===== src/hdl/bptc_pkg.sv =====
// shared types and constants for the barometer compensation pipeline
// no dependencies; imported by every module of the block except bptc_checks
`timescale 1ns / 1ps

package bptc_pkg;

    localparam int DIV_W = 32;

    // configuration register indexes
    typedef enum logic [2:0] {
        REG_AC_SIGNED   = 3'd0,
        REG_AC_UNSIGNED = 3'd1,
        REG_B_TERMS     = 3'd2,
        REG_MC_MD       = 3'd3,
        REG_OVERSAMPLE  = 3'd4
    } cfg_reg_t;

    typedef struct packed {
        logic signed [15:0] ac1;
        logic signed [15:0] ac2;
        logic signed [15:0] ac3;
        logic        [15:0] ac4;
        logic        [15:0] ac5;
        logic        [15:0] ac6;
        logic signed [15:0] b1;
        logic signed [15:0] b2;
        logic signed [15:0] mc;
        logic signed [15:0] md;
        logic        [1:0]  oss;
    } cal_t;

    // sideband through the temperature divider
    typedef struct packed {
        logic signed [31:0] x1;
        logic        [18:0] up;
        logic               fault;
        logic               neg;
    } fa_side_t;

    // sideband through the pressure divider
    typedef struct packed {
        logic signed [15:0] t;
        logic               fault;
        logic               dbl;
    } fb_side_t;

    localparam logic signed [31:0] B6_OFS     = 32'sd4000;
    localparam logic signed [31:0] T_ROUND    = 32'sd8;
    localparam logic signed [31:0] T_MAX      = 32'sd32767;
    localparam logic signed [31:0] T_MIN      = -32'sd32768;
    localparam logic        [31:0] B4_OFS     = 32'd32768;
    localparam logic        [15:0] B7_BASE    = 16'd50000;
    localparam logic signed [31:0] K_SQ       = 32'sd3038;
    localparam logic signed [31:0] K_LIN      = -32'sd7357;
    localparam logic signed [31:0] K_OFS      = 32'sd3791;
    localparam logic signed [31:0] P_MAX      = 32'sd1048575;

endpackage


===== src/hdl/bptc_back.sv =====
// pressure back end: second-order correction, saturation, output register
// depends on bptc_pkg; follows the second bptc_div
`timescale 1ns / 1ps

module bptc_back (
    input  logic                         clk,
    input  logic                         rst_n,
    input  logic                         en,
    input  logic                         in_valid,
    input  logic [bptc_pkg::DIV_W-1:0]   quo,
    input  bptc_pkg::fb_side_t           side_in,
    output logic                         out_valid,
    output logic signed [15:0]           temp_tenths,
    output logic [19:0]                  press_pa,
    output logic                         div_fault
);
    import bptc_pkg::*;

    logic [2:0] valid_reg;

    logic signed [31:0] k1_p_reg;
    logic signed [31:0] k1_x1_reg;
    logic signed [31:0] k1_x2_reg;
    fb_side_t           k1_side_reg;
    logic signed [31:0] k2_p_reg;
    logic signed [31:0] k2_x1_reg;
    logic signed [31:0] k2_x2_reg;
    fb_side_t           k2_side_reg;
    logic signed [15:0] temp_reg;
    logic        [19:0] press_reg;
    logic               fault_reg;

    logic signed [31:0] p;
    logic signed [31:0] ps;
    logic signed [63:0] x1_full;
    logic signed [63:0] x2_full;
    logic signed [63:0] x1k_full;
    logic signed [31:0] corr;
    logic signed [31:0] p2;
    logic signed [15:0] temp_next;
    logic        [19:0] press_next;

    always_comb
    begin
        p        = side_in.dbl ? $signed({quo[30:0], 1'b0}) : $signed(quo);
        ps       = p >>> 8;
        x1_full  = ps * ps;
        x2_full  = K_LIN * p;
        x1k_full = k1_x1_reg * K_SQ;

        corr = (k2_x1_reg + k2_x2_reg + K_OFS) >>> 4;
        p2   = k2_p_reg + corr;
        if (k2_side_reg.fault)
        begin
            temp_next  = '0;
            press_next = '0;
        end
        else
        begin
            temp_next = k2_side_reg.t;
            if (p2[31])
                press_next = '0;
            else if (p2 > P_MAX)
                press_next = P_MAX[19:0];
            else
                press_next = p2[19:0];
        end
    end

    always_ff @(posedge clk or negedge rst_n)
    begin
        if (!rst_n)
            valid_reg <= '0;
        else if (en)
            valid_reg <= {valid_reg[1:0], in_valid};
    end

    always_ff @(posedge clk)
    begin
        if (en)
        begin
            k1_p_reg    <= p;
            k1_x1_reg   <= x1_full[31:0];
            k1_x2_reg   <= x2_full[31:0];
            k1_side_reg <= side_in;

            k2_p_reg    <= k1_p_reg;
            k2_x1_reg   <= $signed(x1k_full[31:0]) >>> 16;
            k2_x2_reg   <= k1_x2_reg >>> 16;
            k2_side_reg <= k1_side_reg;

            temp_reg  <= temp_next;
            press_reg <= press_next;
            fault_reg <= k2_side_reg.fault;
        end
    end

    assign out_valid   = valid_reg[2];
    assign temp_tenths = temp_reg;
    assign press_pa    = press_reg;
    assign div_fault   = fault_reg;

endmodule


===== config.mk =====
export PLATFORM = sky130hd
export DESIGN_NAME = bptc_back
export DESIGN_NICKNAME = d
export VERILOG_FILES = /design/src/hdl/bptc_pkg.sv /design/src/hdl/bptc_back.sv
export SDC_FILE = /design/constraint.sdc
export NUM_CORES = 2
export LEC_CHECK = 0
export ABC_AREA = 1
export CAP_MARGIN = 5
export CELL_PAD_IN_SITES_DETAIL_PLACEMENT = 1
export CELL_PAD_IN_SITES_GLOBAL_PLACEMENT = 1
export CORE_AREA = 2 2 272 274
export CTS_BUF_LIST = sky130_fd_sc_hd__clkbuf_8
export DETAILED_ROUTE_END_ITERATION = 8
export DIE_AREA = 0 0 274 276
export DONT_BUFFER_PORTS = 1
export PLACE_DENSITY = 0.73
export SYNTH_ARGS = -nofsm -noshare
export SYNTH_HDL_FRONTEND = slang
export SYNTH_SLANG_ARGS = --single-unit

===== constraint.sdc =====
create_clock -name clk -period 4.3 [get_ports clk]
set_input_delay 0.86 -clock clk [delete_from_list [all_inputs] [get_ports clk]]
set_output_delay 0.86 -clock clk [all_outputs]
set_load 0.02 [all_outputs]

# After elaboration in Yosys (flattened, before gate mapping)
# Cells that the tools add are included.
dict set report word_totals {
  ff_bits 234
  in_bits 54
  out_inout_bits 38
  word_cells 24
}
dict set report op_classes {
  addsub 3
  mul 3
  magnitude_cmp 1
  n_mux 2
  n_reduce_logical 1
}
# operator count
set op_table {}
lappend op_table {{$add 32x14->32} 1}
lappend op_table {{$gt 32x21->1 const B} 1}
lappend op_table {{$mul 14x32->32 const A} 1}
lappend op_table {{$mul 24x24->32} 1}
lappend op_table {{$mul 32x12->31 const B} 1}
lappend op_table {{$mux 32} 1}
lappend op_table {{$mux 20} 1}
lappend op_table {{$add 17x13->18 const B} 1}
lappend op_table {{$add 16x16->17} 1}
lappend op_table {{$reduce_or 2->1} 1}

# Depth between registers and ports, before layout
dict set report depth {
  word_depth 5
  depth_mapped 36
}

# Worst setup path before layout
# No wires, ideal clock.
dict set report synth_path {
  kind {input port to flip-flop}
  start {input side_in[0] in the netlist's numbering}
  end {register k1_x1_reg[30], data pin}
  arrival_ps 7275
  required_time_ps 4048
  slack_ps -3227
  cell_stages 31
  cell_sequence {buf_6 > inv_4 > buf_6 > clkbuf_1 > or2_2 > o21ai_1 > clkinv_1 > nand2_1 > fa_1 > fa_1 > fa_1 > inv_1 > fa_1 > inv_1 > fa_1 > fa_1 > fa_1 > inv_1 > ha_1 > a21oi_1 > o21ai_0 > inv_1 > nand2_1 > a21oi_1 > o21bai_1 > nand2_1 > o211ai_1 > a21oi_1 > inv_1 > nand3_1 > nand2_1}
}
dict set report synth_via {
  elab_chain_len 2
}
# element line_no
set synth_rtl {}
lappend synth_rtl {{start, declared} bptc_back.sv:11} ;# input bptc_pkg::fb_side_t side_in,
lappend synth_rtl {{$mux 32} bptc_back.sv:45} ;# p = side_in.dbl ? $signed({quo[30:0], 1'b0}) : $signed(quo);
lappend synth_rtl {{named net p[13]} bptc_back.sv:33} ;# logic signed [31:0] p;
lappend synth_rtl {{$mul 24x24->32} bptc_back.sv:47} ;# x1_full = ps * ps;
lappend synth_rtl {{named net x1_full[30]} bptc_back.sv:35} ;# logic signed [63:0] x1_full;
lappend synth_rtl {{end signal, assigned} bptc_back.sv:83} ;# k1_x1_reg <= x1_full[31:0];
lappend synth_rtl {{end, declared} bptc_back.sv:22} ;# logic signed [31:0] k1_x1_reg;
# The timed path passes the listed nets, and every way through them passes these cells.
# A chain may end at the register's enable or synchronous reset.

# Worst setup path after layout
dict set report layout_path {
  start {input side_in[0] in the netlist's numbering}
  end {register k1_x1_reg[30], data pin}
}
dict set report layout_via {
  elab_chain_len 2
}
# element line_no
set layout_rtl {}
lappend layout_rtl {{$mux 32} bptc_back.sv:45}
lappend layout_rtl {{$mul 24x24->32} bptc_back.sv:47}
lappend layout_rtl {{named net x1_full[30]} bptc_back.sv:35}
# The timed path passes the listed nets, and every way through them passes these cells.

==> metrics.md <==
| Metric | Value |
|---|---|
| Clock transition at path regs | `90 ps` |
| Wirelength, routed | `171 mm` |
| Placed instance count | `5016` |
| DR DRC count | `1` |
| Most used DFF post-synth | `edfxtp_1` |
| Critical path endpoint category | `register` |
| Post-synthesis sequential area ratio | `19.8%` |
| Vert. Die Dim | `276 um` |
| Syn Area/Cell | `9.56 um2` |
| Share of cells above drive strength 1 | `38.3%` |
| Vias in the first global route | `33600` |
| Max cap viols | `0` |
| Antenna Nets Post-Route | `0` |
| CP max FO | `46` |
| R2R Path Start | `k1_x1_reg[4]` |
| Drt first pass iters | `9` |
| Top-Level Pins | `92` |
| Final min period | `7040 ps` |
| Unrepaired setup endpoints after global routing | `yes` |
| I/O Buffers | `0` |
| CP Class | `in -> reg` |
| Drt via density | `6.00` |
| Crit Reg-Reg Endpoint | `k2_x1_reg[8]` |
| Clock sink count | `215` |
| CTS tree | `done` |
| Hpwl dp | `90.9 mm` |
| Total CTS buffers | `42` |
| CTS root buf | `clkbuf_8` |
| Largest net degree at the start of global routing | `218` |
| Clock Path Buffers | `3` |
| Post-synth cell types | `59` |
| Hold Crit Depth | `0` |
| Status | `complete, but fails checks` |
| DR iter-0 viols | `3128` |
| Cells after Synth | `3407` |
| Worst EP required | `4780 ps` |
| Initial antenna violation count | `2` |
| Crit-path max cell delay | `680 ps` |
| Nets | `5275` |
| Final worst slack | `-2740 ps` |
| Critical-path top delay cell | `fa_1` |
| GRT overflow | `0` |
| Yosys warns | `0` |
| RD Place Congestion | `0.911` |
| Die width | `274 um` |
| Initial Util | `44.8%` |
| Rows | `99` |
| Failing checks | `DRC, setup timing` |
| CP startpoint kind | `input pin` |
| Clock latency on the worst-skew pair | `780 ps` |
| Routed WL per cell | `32.6 um` |
| H-tree levels | `2` |
| Worst Reg2Reg Path Length in Cells | `22` |
| Most frequent cells in the layout | `872 x inv_1, 720 x buf_4, 498 x fa_1, 298 x ha_1, 284 x nand2_1` |
| Arrival time worst endpoint | `7520 ps` |
| Flops & latches, synth | `215` |
| Post-Layout Cell Count | `5258` |
| Max transition margin | `30.6%` |
| Final Hold Vio Count | `0` |
| First-pass GRT wire length | `201 mm` |
| Max-slew violation count | `0` |
| Hold worst-path end | `k1_side_reg[16]` |
| Reg-to-reg slack, setup | `-1180 ps` |
| Min-delay src | `side_in[16]` |
| Most common cell after layout, fill and taps aside | `inv_1` |
| Worst Max-Slew Pin Slew | `1040 ps` |
| GRT Util Overall | `35.2%` |
| Async set or reset register ratio after synthesis | `1.40%` |
| Vias | `31600` |
| Final worst-path cycle share | `164%` |
| Core area | `72600 um2` |
| Worst clock skew | `115 ps` |
| Worst hold-check path type | `in -> reg` |
| Mapped cell area | `32600 um2` |
| Fmax achieved | `142 MHz` |
| Die area | `75600 um2` |
| Crit-path most repeated cell | `fa_1` |
| Synth-to-layout area growth | `40.2%` |
| Number of synthesized flops with an enable pin | `212` |
| Setup violators final | `77` |
-- synth_stat cells (all sizes together) (2+ instances only) --
cell     count  share of area [%]
and2         3              0.058
clkbuf      19               0.22
clkinv       9               0.10
inv        974                 11
xnor2       57                1.6
buf         12               0.28
nor4         7               0.13
o31ai        2              0.046
ha         407                 16
conb         2              0.023
o2111ai      2              0.054
o21a         6               0.14
o21bai      12               0.28
fa         547                 34
o211ai       6               0.14
nand4       15               0.31
dfrtp        3               0.23
edfxtp     212                 20
nor2       271                3.1
a31o         2              0.054
a21oi      149                2.3
a21o         2              0.046
xor2        84                2.3
nor3        17               0.26
nand3b       4              0.092
nand2      405                4.8
o21ai       80                1.5
a221oi       3              0.081
o211a        2              0.061
nand3       55               0.86
a31oi        7               0.13
or2         18               0.35
a21boi       5               0.12
-- metrics by stage --
step | hold WS (ps) | setup TNS [ps] | setup WS (ps) | area, um2 | utilization [%]
floorplan | 400 | -73810 | -2640 | 33600 | -
global placement | 400 | -98250 | -2760 | 39800 | 54.8
detailed placement | 405 | -110560 | -2920 | 39800 | 54.8
CTS | 286 | -72250 | -2040 | 43100 | 59.3
global route | 240 | -113620 | -2800 | 45600 | 62.9
finish | 260 | -110580 | -2740 | 45600 | 62.9
-- critical path, delay by kind of cell --
family	cells	cell delay [ps]
AO/OA/AOI/OAI	7	1110
adder cells (fa/ha/maj)	8	3850
buffers and inverters	11	1030
AND/OR/NAND/NOR	6	590
-- final cells by class --
type / count / area [um2]
repair inverters: 1 / 11.3
inverters: 983 / 3800
repair buffers: 844 / 7110
well taps: 959 / 1200
multi-input cells: 2180 / 26300
fillers: 7822 / 26900
clock buffers: 42 / 578
flip-flops and latches: 215 / 6440
diodes: 2 / 5.00
clock inverters: 32 / 230
-- cell families (layout without fill, tap and decap cells) --
logic type / Yosys count / count (layout) / synth area share (%)
fa+ha+maj: 954 / 954 / 49.3
flops: 215 / 215 / 19.8
xor+xnor: 142 / 142 / 3.99
buf+inv: 1014 / 1902 / 11.8
mux: 1 / 1 / 0.0346
compound gates: 283 / 284 / 5.05
simple gates: 796 / 796 / 10.0
other cells: 2 / 5 / 0.0231
-- worst max-delay path by stage --
stage | from | end | slack, ps | cells after the start
after floorplan | side_in[0] | k1_x1_reg[30] | -2640 | 32
after global placement | quo[22] | k1_x1_reg[30] | -2760 | 27
after detailed placement | side_in[0] | k1_x1_reg[30] | -2920 | 28
after CTS | quo[18] | k1_x1_reg[28] | -2040 | 28
after global routing | side_in[0] | k1_x1_reg[30] | -2800 | 33
final | side_in[0] | k1_x1_reg[30] | -2740 | 32
-- what timing repair did --
item | in CTS | in global routing
setup buffers | 89 | 94
endpoints found under the hold margin | 3 | 0
pin swaps | 153 | 213
cloned | 3 | 4
hold buffers | 1 | 0
gates resized for setup | 429 | 447
endpoints found under the setup margin | 77 | 77
-- per-layer routing --
metal	GRT usage, %	routed length [um]	vias up	share of wire (%)
li1	-	-	12100	-
met1	39.7	55000	15800	32
met2	61.1	79500	2433	46
met3	6.37	16800	1326	9.8
met4	22.4	20000	0	12
met5	0	0	-	0
Power is left out: the tool's default activity adds up to more than one toggle a clock period on the data nets, which glitch-free logic cannot reach.
