`src/hdl/bptc_pkg.sv`:
```
// shared types and constants for the barometer compensation pipeline
// no dependencies; imported by every module of the block except bptc_checks
`timescale 1ns / 1ps

package bptc_pkg;

    localparam int DIV_W = 32;

    // configuration register indexes
    typedef enum logic [2:0] {
        REG_AC_SIGNED   = 3'd0,
        REG_AC_UNSIGNED = 3'd1,
        REG_B_TERMS     = 3'd2,
        REG_MC_MD       = 3'd3,
        REG_OVERSAMPLE  = 3'd4
    } cfg_reg_t;

    typedef struct packed {
        logic signed [15:0] ac1;
        logic signed [15:0] ac2;
        logic signed [15:0] ac3;
        logic        [15:0] ac4;
        logic        [15:0] ac5;
        logic        [15:0] ac6;
        logic signed [15:0] b1;
        logic signed [15:0] b2;
        logic signed [15:0] mc;
        logic signed [15:0] md;
        logic        [1:0]  oss;
    } cal_t;

    // sideband through the temperature divider
    typedef struct packed {
        logic signed [31:0] x1;
        logic        [18:0] up;
        logic               fault;
        logic               neg;
    } fa_side_t;

    // sideband through the pressure divider
    typedef struct packed {
        logic signed [15:0] t;
        logic               fault;
        logic               dbl;
    } fb_side_t;

    localparam logic signed [31:0] B6_OFS     = 32'sd4000;
    localparam logic signed [31:0] T_ROUND    = 32'sd8;
    localparam logic signed [31:0] T_MAX      = 32'sd32767;
    localparam logic signed [31:0] T_MIN      = -32'sd32768;
    localparam logic        [31:0] B4_OFS     = 32'd32768;
    localparam logic        [15:0] B7_BASE    = 16'd50000;
    localparam logic signed [31:0] K_SQ       = 32'sd3038;
    localparam logic signed [31:0] K_LIN      = -32'sd7357;
    localparam logic signed [31:0] K_OFS      = 32'sd3791;
    localparam logic signed [31:0] P_MAX      = 32'sd1048575;

endpackage

```
`src/hdl/bptc_div.sv`:
```
// pipelined restoring divider, unsigned, one quotient bit per stage
// depends on bptc_pkg; carries an opaque sideband alongside the operands
`timescale 1ns / 1ps

module bptc_div #(
    parameter int SIDE_W = 1
) (
    input  logic                           clk,
    input  logic                           rst_n,
    input  logic                           en,
    input  logic                           in_valid,
    input  logic [bptc_pkg::DIV_W-1:0]     num,
    input  logic [bptc_pkg::DIV_W-1:0]     den,
    input  logic [SIDE_W-1:0]              side_in,
    output logic                           out_valid,
    output logic [bptc_pkg::DIV_W-1:0]     quo,
    output logic [SIDE_W-1:0]              side_out
);
    import bptc_pkg::*;

    localparam int N = DIV_W;

    logic [N-1:0]      valid_reg;
    logic [N-1:0]      rem_reg  [N];
    logic [N-1:0]      num_reg  [N];
    logic [N-1:0]      den_reg  [N];
    logic [SIDE_W-1:0] side_reg [N];

    genvar k;
    generate
        for (k = 0; k < N; k++)
        begin : g_stage
            logic          src_v;
            logic [N-1:0]  src_r;
            logic [N-1:0]  src_n;
            logic [N-1:0]  src_d;
            logic [SIDE_W-1:0] src_s;
            logic [N:0]    shifted;
            logic [N:0]    trial;
            logic          ge;

            if (k == 0)
            begin : g_first
                assign src_v = in_valid;
                assign src_r = '0;
                assign src_n = num;
                assign src_d = den;
                assign src_s = side_in;
            end
            else
            begin : g_rest
                assign src_v = valid_reg[k-1];
                assign src_r = rem_reg[k-1];
                assign src_n = num_reg[k-1];
                assign src_d = den_reg[k-1];
                assign src_s = side_reg[k-1];
            end

            assign shifted = {src_r, src_n[N-1]};
            assign trial   = shifted - {1'b0, src_d};
            assign ge      = ~trial[N];

            always_ff @(posedge clk or negedge rst_n)
            begin
                if (!rst_n)
                    valid_reg[k] <= 1'b0;
                else if (en)
                    valid_reg[k] <= src_v;
            end

            always_ff @(posedge clk)
            begin
                if (en)
                begin
                    rem_reg[k]  <= ge ? trial[N-1:0] : shifted[N-1:0];
                    num_reg[k]  <= {src_n[N-2:0], ge};
                    den_reg[k]  <= src_d;
                    side_reg[k] <= src_s;
                end
            end
        end
    endgenerate

    assign out_valid = valid_reg[N-1];
    assign quo       = num_reg[N-1];
    assign side_out  = side_reg[N-1];

endmodule

```
`config.mk`:
```
export PLATFORM = sky130hd
export DESIGN_NAME = bptc_div
export DESIGN_NICKNAME = d
export VERILOG_FILES = /design/src/hdl/bptc_pkg.sv /design/src/hdl/bptc_div.sv
export SDC_FILE = /design/constraint.sdc
export NUM_CORES = 2
export LEC_CHECK = 0
export BUFFER_PORTS_ARGS = -buffer_cell sky130_fd_sc_hd__buf_2
export CAP_MARGIN = 20
export CORE_UTILIZATION = 30
export DETAILED_ROUTE_END_ITERATION = 8
export PLACE_DENSITY = 0.42
export SLEW_MARGIN = 5
export SYNTH_ARGS = -nofsm -noshare
export SYNTH_HDL_FRONTEND = slang
export SYNTH_SLANG_ARGS = --single-unit
```
`constraint.sdc`:
```
create_clock -name clk -period 5.4 [get_ports clk]
set_input_delay 0.27 -clock clk [delete_from_list [all_inputs] [get_ports clk]]
set_output_delay 0.27 -clock clk [all_outputs]
set_load 0.05 [all_outputs]
```
---- After elaboration in Yosys (flattened, before gate mapping) ----
Memory sizes are Yosys's and may differ from the RTL's.
Cells that the tools add are included.
storage, ports and cells
  input port bits ......................... 69
  memories ................................ 4
  word-level logic and storage cells ...... 134
  bits in writable memories ............... 3104
  output and inout bits ................... 34
  bits in registers ....................... 32
  bits in latches ......................... 0
  memory bits (read-only) ................. 0
cells by class
  $mul .................................... 0
  reduce and logical (&&, ||, !) cells .... 0
  $add $sub $neg .......................... 32
  order comparisons ....................... 0
  equality and inequality tests ........... 0
  bitwise logic cells ..................... 32
  shifts and indexed selects .............. 0
  muxes and demuxes ....................... 34
  divide/modulo/power cells ............... 0
memory list
  name      depth  bits a word  read ports  clocked after Yosys merged registers in  write ports  RTL line        text
  den_reg   32     32           31          0                                        32           bptc_div.sv:26  logic [N-1:0] den_reg [N];
  num_reg   32     32           32          0                                        32           bptc_div.sv:25  logic [N-1:0] num_reg [N];
  rem_reg   32     32           31          0                                        32           bptc_div.sv:24  logic [N-1:0] rem_reg [N];
  side_reg  32     1            32          0                                        32           bptc_div.sv:27  logic [SIDE_W-1:0] side_reg [N];
operators with widths
  cell              number
  $mux W32          32
  $sub A33 B32 Y33  31
  $sub A1 B32 Y33   1
  $not A1 Y1        32
  $mux W1           2

---- Longest topological paths before layout ----
An unclocked memory read counts as a cell.
  depth in word-level cells ............... 3
  depth in mapped cells ................... 15
  depth with buffers taken out ............ 14

---- Least setup slack after synthesis ----
Ideal clock, no wire load.
  path kind ............................... reg2reg
  from .................................... memory den_reg[11][0] in the netlist's numbering
  to ...................................... memory rem_reg[0][408] in the netlist's numbering, data pin
  cell stages (with the launch flop) ...... 14
  period minus slack after synthesis ...... 3.688 ns
  path buffers ............................ 1
  setup time .............................. 0.260 ns
  arrival ................................. 3.428 ns
  data required time ...................... 5.140 ns
  path slack .............................. 1.712 ns
  path through ............................ edfxtp_1 -> ha_1 -> fa_1 -> nor2b_1 -> o31a_1 -> o221ai_1 -> a211oi_1 -> a21oi_1 -> o31a_1 -> o21ai_0 -> a21oi_1 -> xnor2_1 -> buf_2 -> mux2_2
RTL lines
  item             RTL line
  start, declared  bptc_div.sv:26
  end, declared    bptc_div.sv:24

==> impl_metrics.env <==
export IMPL_reg2reg_slack_ns=0.69
export IMPL_die_x_um=725.6
export IMPL_path_buf_inv=1
export IMPL_min_path_cells=3
export IMPL_setup_viol=0
export IMPL_ctsHtreeMaxLevel=5
export IMPL_timing_rr_start="rem_reg[1][429]"
export IMPL_path_cells="ha_1 -> and3_1 -> a22oi_1 -> nor2_1 -> a2111oi_0 -> nand2_1 -> a41oi_1 -> a31oi_1 -> mux2_2 -> nor2_2 -> buf_4 -> mux2_2"
export IMPL_clk_pin_slew_ns=0.05
export IMPL_grt_pass1_vias=96004
export IMPL_grt_first_pass_wirelength_mm=550.9
export IMPL_hold_end="g_stage[1].src_v"
export IMPL_startpoint_type="register"
export IMPL_fin_crit_sh=0.8719
export IMPL_drt_iter0_drc=5675
export IMPL_path_common_cell="mux2_2"
export IMPL_drtPass1Iterations=5
export IMPL_postRouteAntennaNets=0
export IMPL_crit_fanout=32
export IMPL_finalHoldViolCount=0
export IMPL_wl_mm=351.9
export IMPL_dp_hpwl_mm=256.2
export IMPL_layout_commonest_cell="edfxtp_1"
export IMPL_r2r_end="rem_reg[1][456]"
export IMPL_largest_reg_flops=1024
export IMPL_cts_resized=0
export IMPL_final_nets=14184
export IMPL_final_fill_count=51452
export IMPL_setup_worst_path_start="rem_reg[1][429]"
export IMPL_drive_gt1_frac=0.1087
export IMPL_cts_sinks=3072
export IMPL_grt_use_total=0.1300
export IMPL_fin_crit_ns=4.708
export IMPL_syn2layout_area_growth_pct=14.55
export IMPL_place_congestion=0.8264
export IMPL_routedWlPerCell_um=17.30
export IMPL_worstHoldStart="in_valid"
export IMPL_hold_path_class="input port to register"
export IMPL_syn_area_per_cell_um2=12.47
export IMPL_clk_latency_ns=0.98
export IMPL_io_buffers=102
export IMPL_synth_edf_count=3040
export IMPL_total_power_mw=111.1
export IMPL_num_vias=95271
export IMPL_clock_root_buffer="clkbuf_16"
export IMPL_r2r_cells=12
export IMPL_yosysWarnings=0
export IMPL_grt_start_max_net_pins=182
export IMPL_hold_slack_ns=0.1229
export IMPL_setup_ws_ns=0.6915
export IMPL_rows=265
export IMPL_cts_tree="done"
export IMPL_ir_drop_uv=292.1
export IMPL_cp_arrival_ns=5.41
export IMPL_ys_ff_latch=3072
export IMPL_ys_seq_area_frac=0.5863
export IMPL_outcome="completed"
export IMPL_async_reset_ff_frac=0.01042
export IMPL_die_h_um=725.6
export IMPL_fmax_mhz=212.4
export IMPL_leakagePower_nw=70.79
export IMPL_grt_overflow_total=0
export IMPL_coreArea_mm2=0.5212
export IMPL_antenna_found_initial=3
export IMPL_synth_cells=12599
export IMPL_drc_errors=0
export IMPL_tightest_slew_ns=1.074
export IMPL_ys_flop_type="edfxtp_1"
export IMPL_relSlewSlack=0.2658
export IMPL_clock_skew_ns=0.07393
export IMPL_crit_family="compound AO/OA/AOI/OAI gates"
export IMPL_fin_setup_tns_ns=0
export IMPL_final_util=0.3452
export IMPL_initial_core_util=0.3013
export IMPL_rsz0062_at_grt="false"
export IMPL_cts_buffers_inserted=378
export IMPL_final_cell_mix="edfxtp_1, inv_1, ha_1"
export IMPL_clk_path_buf_depth=4
export IMPL_power_density_mw_per_mm2=617.7
export IMPL_cap_violations=0
export IMPL_ys_types=103
export IMPL_pre_cts_ws_ns=0.8499
export IMPL_cts_hold_buffers=129
export IMPL_slew_violations=0
export IMPL_cp_slowest_cell="a2111oi_0"
export IMPL_critPathKind="register to register"
export IMPL_pin_count=103
export IMPL_dieArea_mm2=0.5264
export IMPL_required_ns=6.10
export IMPL_post_cts_buffers=0
export IMPL_syn_cell_area_mm2=0.1571
export IMPL_max_stage_delay_ns=0.84
export IMPL_crit_path_end_kind="register"
export IMPL_post_drt_via_cell_ratio=4.685
==> cell type report <==
type                            instances  area, um^2  area share
Multi-Input combinational cell       8004       59340      0.3298
Inverter                             1266        4755     0.02643
Tap cell                             6942        8686     0.04828
Clock buffer                          472        9940     0.05525
Clock inverter                        207        1799     0.01000
Sequential cell                      3072       92090      0.5118
Timing Repair Buffer                  370        3293     0.01830
Antenna cell                            4       10.01  0.00005564
==> worst min-delay path, stage by stage <==
cell	delay (ns)
dlygate4sd3_1	0.52
buf_2	0.09
mux2_2	0.12
==> power breakdown <==
| group | internal (mW) | total, mW | switching [mW] |
|---|---|---|---|
| clock | 14.0 | 24.2 | 10.2 |
| sequential | 34.7 | 38.1 | 3.38 |
| combinational | 22.4 | 48.8 | 26.4 |
| total | 71.2 | 111 | 40.0 |
==> cell families after synthesis <==
| logic type | after synthesis | share of synthesized area |
|---|---|---|
| compound gates | 3088 | 0.1271 |
| mux | 681 | 0.04892 |
| flops | 3072 | 0.5863 |
| buf+inv | 1537 | 0.03745 |
| other cells | 1 | 0.00002388 |
| fa+ha+maj | 1023 | 0.08293 |
| xor+xnor | 761 | 0.04244 |
| simple gates | 2436 | 0.07479 |
==> per-layer routing <==
layer / track usage / wire [um] / vias up
li1: - / - / 47907
met1: 0.1695 / 161100 / 45546
met2: 0.2245 / 168800 / 1247
met3: 0.01485 / 10470 / 571
met4: 0.04250 / 11550 / 0
met5: 0 / 0 / -
==> per-stage QoR <==
stage	instance area, um^2	instances
floorplan	157100	12613
global placement	166900	19524
detailed placement	166900	19524
CTS	179900	20332
global route	179900	20335
finish	179900	20337
==> synth_stat cells (22+ instances only) <==
| cell type | number | area, um^2 |
|---|---|---|
| a2111oi_0 | 28 | 245.2 |
| a211o_1 | 42 | 367.9 |
| a211oi_1 | 96 | 720.7 |
| a21boi_0 | 52 | 390.4 |
| a21o_1 | 456 | 3423 |
| a21oi_1 | 772 | 3864 |
| a221oi_1 | 27 | 236.5 |
| a311oi_1 | 22 | 192.7 |
| a31o_2 | 22 | 192.7 |
| a31oi_1 | 100 | 625.6 |
| and2_1 | 44 | 275.3 |
| and3_1 | 90 | 563.0 |
| buf_2 | 46 | 230.2 |
| clkbuf_1 | 214 | 803.3 |
| dfrtp_1 | 32 | 800.8 |
| edfxtp_1 | 3040 | 91290 |
| fa_1 | 30 | 600.6 |
| ha_1 | 993 | 12420 |
| inv_1 | 1262 | 4737 |
| mux2_2 | 578 | 6509 |
| mux2_4 | 27 | 405.4 |
| mux2i_1 | 69 | 690.7 |
| nand2_1 | 718 | 2695 |
| nand2b_1 | 148 | 925.9 |
| nand3_1 | 233 | 1166 |
| nand3b_1 | 23 | 172.7 |
| nand4_1 | 106 | 663.1 |
| nor2_1 | 574 | 2155 |
| nor2b_1 | 156 | 975.9 |
| nor3_1 | 143 | 715.7 |
| nor4_1 | 33 | 206.5 |
| o2111ai_1 | 37 | 324.1 |
| o211ai_1 | 66 | 495.5 |
| o21a_1 | 161 | 1209 |
| o21ai_0 | 771 | 3859 |
| o21bai_1 | 81 | 608.1 |
| o31a_1 | 52 | 455.4 |
| o31ai_1 | 70 | 525.5 |
| or2_2 | 33 | 206.5 |
| or3_1 | 51 | 319.1 |
| xnor2_1 | 465 | 4073 |
| xor2_1 | 296 | 2592 |
==> how the worst max path moves through the flow <==
| stage | end | cells past startpoint | slack, ns |
|---|---|---|---|
| finish | rem_reg[1][456] | 12 | 0.69 |
| global route | rem_reg[1][420] | 14 | 0.40 |
| CTS | rem_reg[0][42] | 13 | 0.79 |
| detailed placement | rem_reg[0][38] | 13 | 0.85 |
| global placement | rem_reg[0][35] | 13 | 0.87 |
| floorplan | rem_reg[0][408] | 13 | 1.71 |
Note: power is estimated with default switching activity, not from simulation.
