### src/hdl/bptc_pkg.sv
// shared types and constants for the barometer compensation pipeline
// no dependencies; imported by every module of the block except bptc_checks
`timescale 1ns / 1ps

package bptc_pkg;

    localparam int DIV_W = 32;

    // configuration register indexes
    typedef enum logic [2:0] {
        REG_AC_SIGNED   = 3'd0,
        REG_AC_UNSIGNED = 3'd1,
        REG_B_TERMS     = 3'd2,
        REG_MC_MD       = 3'd3,
        REG_OVERSAMPLE  = 3'd4
    } cfg_reg_t;

    typedef struct packed {
        logic signed [15:0] ac1;
        logic signed [15:0] ac2;
        logic signed [15:0] ac3;
        logic        [15:0] ac4;
        logic        [15:0] ac5;
        logic        [15:0] ac6;
        logic signed [15:0] b1;
        logic signed [15:0] b2;
        logic signed [15:0] mc;
        logic signed [15:0] md;
        logic        [1:0]  oss;
    } cal_t;

    // sideband through the temperature divider
    typedef struct packed {
        logic signed [31:0] x1;
        logic        [18:0] up;
        logic               fault;
        logic               neg;
    } fa_side_t;

    // sideband through the pressure divider
    typedef struct packed {
        logic signed [15:0] t;
        logic               fault;
        logic               dbl;
    } fb_side_t;

    localparam logic signed [31:0] B6_OFS     = 32'sd4000;
    localparam logic signed [31:0] T_ROUND    = 32'sd8;
    localparam logic signed [31:0] T_MAX      = 32'sd32767;
    localparam logic signed [31:0] T_MIN      = -32'sd32768;
    localparam logic        [31:0] B4_OFS     = 32'd32768;
    localparam logic        [15:0] B7_BASE    = 16'd50000;
    localparam logic signed [31:0] K_SQ       = 32'sd3038;
    localparam logic signed [31:0] K_LIN      = -32'sd7357;
    localparam logic signed [31:0] K_OFS      = 32'sd3791;
    localparam logic signed [31:0] P_MAX      = 32'sd1048575;

endpackage

### src/hdl/bptc_front.sv
// temperature front end: x1 term, then divider operands for the x2 term
// depends on bptc_pkg; feeds the first bptc_div
`timescale 1ns / 1ps

module bptc_front (
    input  logic                         clk,
    input  logic                         rst_n,
    input  logic                         en,
    input  bptc_pkg::cal_t               cal,
    input  logic                         in_valid,
    input  logic [15:0]                  raw_temp,
    input  logic [18:0]                  raw_press,
    output logic                         out_valid,
    output logic [bptc_pkg::DIV_W-1:0]   num,
    output logic [bptc_pkg::DIV_W-1:0]   den,
    output bptc_pkg::fa_side_t           side
);
    import bptc_pkg::*;

    logic               s1_valid_reg;
    logic signed [31:0] s1_x1_reg;
    logic        [18:0] s1_up_reg;
    logic               s2_valid_reg;
    logic [31:0]        s2_num_reg;
    logic [31:0]        s2_den_reg;
    fa_side_t           s2_side_reg;

    logic signed [16:0] dt;
    logic signed [33:0] prod;
    logic signed [31:0] s1_x1_next;
    logic signed [31:0] den_s;
    logic signed [31:0] num_s;
    logic [31:0]        s2_num_next;
    logic [31:0]        s2_den_next;
    fa_side_t           s2_side_next;

    always_comb
    begin
        dt         = $signed({1'b0, raw_temp}) - $signed({1'b0, cal.ac6});
        prod       = dt * $signed({1'b0, cal.ac5});
        s1_x1_next = $signed(prod[31:0]) >>> 15;

        den_s = s1_x1_reg + 32'(cal.md);
        num_s = {{5{cal.mc[15]}}, cal.mc, 11'b0};
        s2_num_next = num_s[31] ? 32'(-num_s) : num_s;
        s2_den_next = den_s[31] ? 32'(-den_s) : den_s;
        s2_side_next.x1    = s1_x1_reg;
        s2_side_next.up    = s1_up_reg;
        s2_side_next.fault = (den_s == 32'sd0);
        s2_side_next.neg   = num_s[31] ^ den_s[31];
    end

    always_ff @(posedge clk or negedge rst_n)
    begin
        if (!rst_n)
        begin
            s1_valid_reg <= 1'b0;
            s2_valid_reg <= 1'b0;
        end
        else if (en)
        begin
            s1_valid_reg <= in_valid;
            s2_valid_reg <= s1_valid_reg;
        end
    end

    always_ff @(posedge clk)
    begin
        if (en)
        begin
            s1_x1_reg   <= s1_x1_next;
            s1_up_reg   <= raw_press;
            s2_num_reg  <= s2_num_next;
            s2_den_reg  <= s2_den_next;
            s2_side_reg <= s2_side_next;
        end
    end

    assign out_valid = s2_valid_reg;
    assign num       = s2_num_reg;
    assign den       = s2_den_reg;
    assign side      = s2_side_reg;

endmodule

### config.mk
export PLATFORM = sky130hd
export DESIGN_NAME = bptc_front
export DESIGN_NICKNAME = d
export VERILOG_FILES = /design/src/hdl/bptc_pkg.sv /design/src/hdl/bptc_front.sv
export SDC_FILE = /design/constraint.sdc
export NUM_CORES = 1
export LEC_CHECK = 0
export ABC_AREA = 1
export BUFFER_PORTS_ARGS = -buffer_cell sky130_fd_sc_hd__buf_4
export CAP_MARGIN = 10
export CORE_ASPECT_RATIO = 1.4
export CORE_MARGIN = 2
export CORE_UTILIZATION = 45
export CTS_BUF_LIST = sky130_fd_sc_hd__clkbuf_8
export CTS_CLUSTER_DIAMETER = 150
export DETAILED_ROUTE_END_ITERATION = 16
export HOLD_SLACK_MARGIN = 0.06
export PLACE_DENSITY = 0.73
export SYNTH_ARGS = -nofsm -noshare
export SYNTH_HDL_FRONTEND = slang
export SYNTH_SLANG_ARGS = --single-unit
export TNS_END_PERCENT = 30
### constraint.sdc
create_clock -name clk -period 2.6 [get_ports clk]
set_clock_uncertainty 0.1 [all_clocks]
set_input_delay 0.39 -clock clk [delete_from_list [all_inputs] [get_ports clk]]
set_output_delay 0.39 -clock clk [all_outputs]
set_load 0.02 [all_outputs]
### Word-level counts from Yosys, hierarchy flattened

Index checks and enable logic that the tools add are counted.

* output and inout port bits: 118
* register bits: 140
* word-level logic and storage cells: 21

* $add $sub $neg: 4
* mux-type cells: 2
* reductions and logical operators: 1
* bitwise logic cells: 1
* multiply operators: 1

Operator list (number)
* logical NOT 32 bit: 1
* multiplier 17 x 17 -> 32 bit: 1
* negation 18 -> 32 bit: 1
* negation 27 -> 32 bit: 1
* two-way mux 31 bit: 1
* two-way mux 26 bit: 1
* adder 17 x 16 -> 18 bit: 1
* subtractor 16 x 16 -> 17 bit: 1
* bitwise XOR 1 bit: 1

### Longest topological paths before layout

Gate-level depths: netlist (run 1).

* word-level depth: 3
* gate-level depth with buffers: 36

### Worst setup path after synthesis (run 1)

OpenSTA, ideal clock, no wires.

* path type: input to register
* start point: input raw_temp[0]
* end point: register s1_x1_reg[6], data pin
* setup slack: -4463 ps
* buffers on the path: 0
* cell stages on the path: 33
* arrival time: 6707 ps
* library setup time: 256 ps
* required time: 2244 ps
* cells stage by stage: inv_1 ha_1 fa_1 o21ai_1 o21ai_1 inv_1 nand2_1 nand2_1 a31oi_2 xor2_2 inv_2 nor2_1 fa_1 inv_1 fa_1 inv_1 fa_1 inv_1 fa_1 inv_1 fa_1 inv_1 fa_1 inv_1 ha_1 nand2_1 nor4_1 a21oi_1 o21ai_0 and2_1 nor2_1 nand2_1 nand2_1

* word-level cells in the longest chain between the ends: 2

Ends and longest elaborated chain
* from (decl): RTL line bptc_front.sv:11 `input logic [15:0] raw_temp,`
* subtractor 16 x 16 -> 17 bit: RTL line bptc_front.sv:39 `dt = $signed({1'b0, raw_temp}) - $signed({1'b0, cal.ac6});`
* multiplier 17 x 17 -> 32 bit: RTL line bptc_front.sv:40 `prod = dt * $signed({1'b0, cal.ac5});`
* net prod[21]: RTL line bptc_front.sv:29 `logic signed [33:0] prod;`
* to (signal assigned): RTL line bptc_front.sv:71 `s1_x1_reg <= s1_x1_next;`
* to (decl): RTL line bptc_front.sv:21 `logic signed [31:0] s1_x1_reg;`

The timed path passes the listed nets, and every way through them passes these cells.
A chain may end at the register's enable or synchronous reset.

### Worst setup path after layout (run 1)

* start point: input raw_temp[0]
* end point: register s1_x1_reg[4], data pin

The elaborated chain is that of the path after synthesis.

==> flow_summary.json, run 1 <==
{
  "status": "finished with violations",
  "failed_checks": "negative setup slack",
  "drive_above_1_share_pct": 35.4,
  "dp_hpwl_mm": 39.5,
  "io_buffer_count": 209,
  "worst_path_max_delay_cell": "fa_1",
  "io_pins": 319,
  "drv_slew": 0,
  "hold_viol_final": 0,
  "multi_input_area_mm2": 0.0123,
  "hp-start": "cal[32]",
  "drc_errors": 0,
  "grt_overflow_total": 0,
  "clkLatencyLatePin_ns": 0.47,
  "r2r_slack_ns": -0.03,
  "rr_worst_depth": 15,
  "worst_slew_pin_slew_ns": 0.574,
  "cts-root-buf": "clkbuf_8",
  "async_flop_share_pct": 1.55,
  "ant_nets": 0,
  "synth.distinct_cells": 50,
  "synth_edf_count": 127,
  "rows": 83,
  "synth_area_leaders": "fa_1, edfxtp_1, inv_1",
  "grt_pass1_vias": 15486,
  "layout-area-overhead-vs-synth_pct": 39.7,
  "cp_max_fo": 4,
  "finalSetupViolCount": 20,
  "place_congestion": 0.955,
  "end_kind": "register",
  "wl_per_cell_um": 17.0,
  "grt_pass1_wl_mm": 77.1,
  "yosysSeqAreaShare_pct": 23.3,
  "cp_data_arrival_time_ns": 6.63,
  "nets": 2940,
  "yosysWarnings": 0,
  "fillers": 2910,
  "seqCellArea_mm2": 0.00386,
  "grt_antenna_before_repair": 0,
  "place_ws_ns": -4.79,
  "largest_register_ffs": 38,
  "yosysTopAreaCell": "fa_1",
  "setup_slack_ns": -3.92,
  "fmax_mhz": 153,
  "clk_pin_slew_ns": 0.08,
  "yosys_most_used_dff": "edfxtp_1",
  "die_h_um": 231,
  "finalCriticalPeriod_ns": 6.52,
  "viasPerCell": 4.95,
  "grtUsageTotal_pct": 25.5,
  "worstReg2RegEnd": "den[16]",
  "netlist_area_mm2": 0.0166,
  "avgSynthCellArea_um2": 9.06,
  "cts_buffers": 17,
  "htreeDepth": 4,
  "first_iter_violations": 907,
  "drv_cap": 0,
  "grt_max_degree": 45,
  "cts.sinks": 129,
  "crit_required_ns": 2.72,
  "cts_tree": "done",
  "min_path_cells": 2,
  "r2r-start": "s1_x1_reg[0]",
  "max_slew_margin_pct": 61.4,
  "cts_max_path_buffers": 2,
  "crit_type": "input port to register",
  "wl_mm": 48.3,
  "antenna_cells": 0,
  "cp_common_cell": "fa_1",
  "core_area_mm2": 0.0366,
  "synth_top_area_share_pct": 31.6,
  "finalCritPeriodShare_pct": 251,
  "ys_seq_elements": 129,
  "max_stage_delay_ns": 0.50,
  "worstHoldPathType": "input port to register",
  "synth.most_common_cell": "inv_1",
  "start_util_pct": 45.4,
  "synthCells": 1832,
  "die_w_um": 166,
  "die_area_mm2": 0.0385,
  "critPathLaunchType": "input port",
  "holdPathEnd": "num[26]",
  "drtPass1Iterations": 5,
  "synthTopCellsByCount": "inv_1, nand2_1, fa_1, nor2_1, edfxtp_1",
  "grt_setup_unrepaired": "yes",
  "vias": 14075
}
-- repair_timing --
item	CTS	global route
resized for setup	174	142
hold buffers	22	0
gates cloned	1	0
pin swaps	156	109
setup buffers	43	14
endpoints found under the setup margin	31	35
endpoints found under the hold margin	23	0
-- routing by layer --
layer / GRT usage [%] / routed length (um)
met1: 27.0 / 17400
met2: 50.2 / 26300
met3: 2.77 / 1940
met4: 12.3 / 2640
met5: 0 / 0
-- cell families (layout without fill, tap and decap cells) --
family                     after synthesis  count (layout)  share of synthesized area [%]
AOI/OAI and AO/OA                      126             126                           4.25
xor gates and xnor gates                72              73                           3.98
adders and majority gates              378             378                           40.4
buffers and inverters                  488            1000                           11.8
DFF                                    129             129                           23.3
other                                    1              30                         0.0226
and+or+nand+nor                        638             638                           16.3
-- layout by cell type, fill, tap and decap left out, types with 16 or more instances in the layout --
master,n
xnor2_1,25
a21oi_2,25
nand2_1,252
buf_6,35
nand4_1,16
clkbuf_8,17
edfxtp_1,127
ha_1,78
buf_4,463
nor2_1,165
o21ai_0,19
inv_2,41
nor2_2,24
dlygate4sd3_1,22
ha_4,34
conb_1,30
fa_1,250
nand3_1,51
inv_1,380
nand2_4,18
a21oi_1,36
nand2_2,32
xor2_1,37
-- layout make-up --
class                           instances  share of cell area [%]
Multi-Input combinational cell       1245                    53.2
Timing Repair Buffer                  533                    18.7
Sequential cell                       129                    16.7
Inverter                              435                    7.19
Tap cell                              467                    2.52
Clock buffer                           17                    1.01
Clock inverter                         15                   0.685
-- worst max-delay path, delay by kind of cell --
kind,cells,cell delay (ns)
AO/OA/AOI/OAI,7,0.90
buffers and inverters,13,0.88
AND/OR/NAND/NOR,6,0.45
adder cells (fa/ha/maj),9,3.67
XOR/XNOR,2,0.32
-- worst max path at each step --
stage                     depth (start not counted)  slack (ns)             to   startpoint
after floorplan                                  34       -4.06   s1_x1_reg[6]  raw_temp[0]
after global placement                           31       -4.68  s1_x1_reg[16]      cal[68]
after detailed placement                         30       -4.79  s1_x1_reg[12]      cal[68]
after CTS                                        32       -3.88  s1_x1_reg[15]  raw_temp[2]
after global routing                             34       -4.14   s1_x1_reg[4]  raw_temp[2]
final                                            37       -3.92   s1_x1_reg[4]  raw_temp[0]
-- per-stage QoR --
step | cells | util (%) | TNS [ns] | instance area (um2) | hold WS [ns]
finish | 2841 | 63.4 | -65.04 | 23200 | 0.145
global route | 2841 | 63.4 | -69.66 | 23200 | 0.125
CTS | 2830 | 61.6 | -64.28 | 22500 | 0.111
detailed placement | 2732 | 57.0 | -80.94 | 20800 | 0.0751
global placement | 2732 | 57.0 | -77.61 | 20800 | 0.0716
floorplan | 1861 | - | -66.07 | 17000 | -0.00559
Power of run 1 is left out: the tool's default activity adds up to more than one toggle a clock period on the data nets, which glitch-free logic cannot reach.
==> run 2: changes to the inputs <==
--- a/config.mk
+++ b/config.mk
@@ -5,7 +5,6 @@
 export SDC_FILE = /design/constraint.sdc
 export NUM_CORES = 1
 export LEC_CHECK = 0
-export ABC_AREA = 1
 export BUFFER_PORTS_ARGS = -buffer_cell sky130_fd_sc_hd__buf_4
 export CAP_MARGIN = 10
 export CORE_ASPECT_RATIO = 1.4
==> run 2 against run 1 <==
  * The run still ends with negative setup slack left
  * Die area is 0.15% lower
  * Flip-flop and latch count stayed put
  * Synthesized cell count is 8.7% lower
  * Routed wire length is 14% lower
  * Worst setup slack worse by 0.92 ns
  * Sequential share of layout area is 1.1 points higher
  * Critical path depth is 5 lower
  * Global-route usage is 3.2 points lower
  * Area after synthesis is 0.15% lower
  * Largest cell class unchanged
==> flow_summary.json, run 2 <==
{
  "avgSynthCellArea_um2": 9.90,
  "synth.most_common_cell": "inv_1",
  "grt_overflow_total": 0,
  "grt_setup_unrepaired": "yes",
  "utilization_pct": 59.8,
  "worstHoldPathType": "input port to asynchronous set/reset pin",
  "synthCells": 1673,
  "cts-root-buf": "clkbuf_8",
  "path_delay_family": "adder cells",
  "grt_max_degree": 34,
  "final_area_mm2": 0.0218,
  "final_cell_mix": "buf_4, inv_1, fa_1",
  "wl_per_cell_um": 15.9,
  "max_slew_margin_pct": 65.2,
  "antenna_cells": 0,
  "largest_register_ffs": 38,
  "synthTopCellsByCount": "inv_1, fa_1, nand2_1, edfxtp_1, ha_1",
  "nets": 2717,
  "grt_pass1_vias": 14438,
  "r2r_slack_ns": -0.57,
  "rows": 83,
  "grt_antenna_before_repair": 0,
  "end_kind": "register",
  "fmax_mhz": 134,
  "htreeDepth": 4,
  "drive_above_1_share_pct": 29.1,
  "synth_top_area_share_pct": 31.7,
  "setup_slack_ns": -4.84,
  "synth_edf_count": 127,
  "die_w_um": 166,
  "r2r-start": "s1_x1_reg[0]",
  "cp_data_arrival_time_ns": 7.52,
  "wl_mm": 41.6,
  "drtPass1Iterations": 5,
  "hold_viol_final": 0,
  "vias": 13083,
  "die_area_mm2": 0.0384,
  "cts.sinks": 129,
  "netlist_area_mm2": 0.0166,
  "failed_checks": "negative setup slack",
  "synth.distinct_cells": 60,
  "core_area_mm2": 0.0365,
  "clkLatencyLatePin_ns": 0.43,
  "worst_slew_pin_slew_ns": 0.518,
  "crit_type": "input port to register",
  "cts_max_path_buffers": 2,
  "die_h_um": 231,
  "io_pins": 319,
  "async_flop_share_pct": 1.55,
  "layout-area-overhead-vs-synth_pct": 31.6,
  "yosysSeqAreaShare_pct": 23.3,
  "grtUsageTotal_pct": 22.3,
  "cp_common_cell": "fa_1",
  "finalSetupViolCount": 36,
  "worstReg2RegEnd": "den[16]",
  "drc_errors": 0,
  "place_area_mm2": 0.0207,
  "grt_pass1_wl_mm": 69.4,
  "io_buffer_count": 209,
  "viasPerCell": 5.00,
  "yosysTopAreaCell": "fa_1",
  "drv_cap": 0,
  "drv_slew": 0,
  "dp_hpwl_mm": 34.6,
  "max_stage_delay_ns": 0.60,
  "cp_num_buf_inv": 6,
  "finalCritPeriodShare_pct": 286,
  "final_common_cell": "buf_4",
  "finalCriticalPeriod_ns": 7.44,
  "yosys_most_used_dff": "edfxtp_1",
  "cp_max_fo": 8,
  "cts_buffers": 17,
  "place_congestion": 0.898,
  "rr_worst_depth": 11,
  "status": "finished with violations",
  "synth_area_leaders": "fa_1, edfxtp_1, ha_1",
  "cts_tree": "done",
  "crit_required_ns": 2.69,
  "yosysWarnings": 0,
  "ys_seq_elements": 129,
  "clk_pin_slew_ns": 0.08,
  "critPathLaunchType": "input port",
  "start_util_pct": 45.5,
  "finalSetupTns_ns": -80.14,
  "worst_path_max_delay_cell": "fa_2",
  "first_iter_violations": 598,
  "ant_nets": 0
}
[run 2: cell families after synthesis]
family | synth area share (%)
AOI/OAI and AO/OA | 6.84
xor gates and xnor gates | 4.55
adders and majority gates | 40.4
buffers and inverters | 10.5
DFF | 23.3
muxes | 0.136
other | 0.0226
and+or+nand+nor | 14.2
[run 2: how the worst max path moves through the flow]
stage,from,to,slack [ns],depth (start not counted)
2_1_floorplan,raw_temp[0],s1_x1_reg[15],-4.89,32
3_3_place_gp,raw_temp[0],s1_x1_reg[15],-5.38,34
3_5_place_dp,raw_temp[0],s1_x1_reg[15],-5.52,34
4_1_cts,cal[67],s1_x1_reg[15],-4.88,31
5_1_grt,raw_temp[1],s1_x1_reg[16],-5.16,32
6_report,raw_temp[0],s1_x1_reg[15],-4.84,32
[run 2: layer usage]
metal  vias up  track usage, %  wire length (um)
li1       6153               -                 -
met1      6514            23.9             15300
met2       344            45.0             23400
met3        72            2.19              1570
met4         0            7.58              1220
met5         -               0                 0
[run 2: cell type report]
type                            count  area [um2]
Timing Repair Buffer              510        4040
Tap cell                          467         584
Clock buffer                       17         234
Multi-Input combinational cell   1136       11600
Sequential cell                   129        3860
Fill cell                        2993       14600
Clock inverter                     15         175
Inverter                          344        1300
[run 2: stage by stage]
stage | hold slack (ns) | std cells | setup WS (ns)
after floorplan | -0.00559 | 1702 | -4.89
after global placement | 0.0718 | 2552 | -5.38
after detailed placement | 0.0750 | 2552 | -5.52
after CTS | 0.121 | 2610 | -4.88
after global routing | 0.134 | 2618 | -5.16
final | 0.163 | 2618 | -4.84
[run 2: repair_timing]
item | CTS | global route
hold buffers | 22 | 0
endpoints found under the hold margin | 23 | 0
pin swaps | 55 | 18
endpoints found under the setup margin | 36 | 36
buffers inserted | 5 | 9
resized for setup | 49 | 40
Power of run 2 is left out for the same reason.
==> run 3: changes to the inputs <==
--- a/config.mk
+++ b/config.mk
@@ -10,7 +10,7 @@
 export CORE_ASPECT_RATIO = 1.4
 export CORE_MARGIN = 2
 export CORE_UTILIZATION = 45
-export CTS_BUF_LIST = sky130_fd_sc_hd__clkbuf_8
+export CTS_BUF_LIST = sky130_fd_sc_hd__clkbuf_4
 export CTS_CLUSTER_DIAMETER = 150
 export DETAILED_ROUTE_END_ITERATION = 16
 export HOLD_SLACK_MARGIN = 0.06
==> run 3 against run 2 <==
  * The run still ends with negative setup slack left
  * Cell area is essentially flat
  * Critical path depth stayed put
  * Cell count is 0.46% higher
  * Routed wire length hardly changed
  * Hold slack worse by 0.025 ns
  * Critical path type unchanged
  * Count of clock-buffer cells in the layout stayed put
==> flow_summary.json, run 3 (synthesized netlist as in run 2, its figures left out) <==
{
  "vias": 13096,
  "status": "finished with violations",
  "wl_per_cell_um": 15.8,
  "die_h_um": 231,
  "drv_cap": 0,
  "max_stage_delay_ns": 0.60,
  "io_buffer_count": 209,
  "ant_nets": 0,
  "first_iter_violations": 580,
  "drc_errors": 0,
  "cp_max_fo": 8,
  "grt_antenna_before_repair": 1,
  "max_slew_margin_pct": 64.7,
  "dp_hpwl_mm": 34.6,
  "drtPass1Iterations": 5,
  "critPathLaunchType": "input port",
  "final_area_mm2": 0.0218,
  "drive_above_1_share_pct": 28.9,
  "cts_tree": "done",
  "final_common_cell": "buf_4",
  "seqCellArea_mm2": 0.00386,
  "start_util_pct": 45.5,
  "finalCritPeriodShare_pct": 283,
  "die_area_mm2": 0.0384,
  "worst_path_max_delay_cell": "fa_2",
  "drv_slew": 0,
  "cts_buffers": 17,
  "nets": 2728,
  "layout-area-overhead-vs-synth_pct": 31.6,
  "rows": 83,
  "htreeDepth": 4,
  "crit_type": "input port to register",
  "cts.sinks": 129,
  "wl_mm": 41.5,
  "crit_required_ns": 2.78,
  "clk_pin_slew_ns": 0.13,
  "cts-root-buf": "clkbuf_4",
  "setup_slack_ns": -4.75,
  "cts_max_path_buffers": 2,
  "io_pins": 319,
  "finalCriticalPeriod_ns": 7.35,
  "multi_input_area_mm2": 0.0116,
  "clkLatencyLatePin_ns": 0.51,
  "cp_common_cell": "fa_1",
  "largest_register_ffs": 38,
  "hold_viol_final": 0,
  "final_cell_mix": "buf_4, inv_1, fa_1",
  "end_kind": "register",
  "fillers": 2971,
  "failed_checks": "negative setup slack",
  "grt_setup_unrepaired": "yes",
  "finalSetupTns_ns": -79.01,
  "grt_pass1_vias": 14518,
  "place_area_mm2": 0.0207,
  "finalSetupViolCount": 36,
  "grt_pass1_wl_mm": 69.4,
  "core_area_mm2": 0.0365,
  "die_w_um": 166,
  "fmax_mhz": 136,
  "worstHoldPathType": "input port to register",
  "cp_data_arrival_time_ns": 7.52,
  "place_congestion": 0.898,
  "grt_overflow_total": 0,
  "grtUsageTotal_pct": 22.3,
  "viasPerCell": 4.98,
  "grt_max_degree": 34,
  "worst_slew_pin_slew_ns": 0.526
}
run 3: cell types whose count changed in the layout (fill, tap and decap cells not counted), moves of 2 or more:
cell	change
o21ai_0	-2
dlygate4sd3_1	+11
clkbuf_4	+17
nand3_1	+2
nand3_2	-2
nor2_1	+2
clkbuf_8	-17
run 3: path summary, 6_finish.rpt:
kind | startpoint | endpoint | slack, ns | depth (start not counted)
min in group asynchronous | rst_n | s1_valid_reg | 0.63 | 3
max in group asynchronous | rst_n | out_valid | 1.64 | 3
worst min register to register | s1_up_reg[11] | side[13] | 0.32 | 0
worst max-delay path | raw_temp[0] | s1_x1_reg[15] | -4.75 | 32
worst max register to register | s1_x1_reg[0] | side[1] | -0.56 | 11
worst min-delay path | cal[31] | num[24] | 0.14 | 2
run 3: cell type report:
type	count	area share, %
inverter	344	5.98
clock buffer	17	0.585
tap	467	2.68
timing repair buffer	521	19.0
antenna	1	0.0115
clock inverter	15	0.803
multi-input combinational	1136	53.2
sequential	129	17.7
run 3: worst max-delay path: cells and delay by family:
kind	cells	cell delay (ns)
adders and majority gates	9	3.84
xor gates and xnor gates	1	0.09
AOI/OAI and AO/OA	9	1.38
buffers and inverters	6	0.53
and+or+nand+nor	7	1.26
run 3: repair_timing:
item / in CTS / in global routing
hold buffers: 33 / 0
setup endpoints to repair: 36 / 40
hold endpoints to repair: 34 / 0
pin swaps: 52 / 19
gates cloned: 0 / 0
gates resized for setup: 49 / 40
buffers inserted: 5 / 9
run 3: routing by layer:
layer  vias to the layer above  share of wire (%)  track usage [%]
met3                        78                3.7             2.02
met1                      6481                 37             24.0
met4                         0                3.2             7.45
met5                         -                  0                0
li1                       6171                  -                -
met2                       366                 56             44.9
run 3: stage by stage:
stage	setup slack (ns)	std cells	util (%)	hold slack, ns
CTS	-4.76	2621	59.2	0.0660
global placement	-5.38	2552	56.8	0.0718
floorplan	-4.89	1702	-	-0.00559
finish	-4.75	2630	59.8	0.139
detailed placement	-5.52	2552	56.8	0.0750
global route	-5.03	2630	59.8	0.0625
Power of run 3 is left out for the same reason.
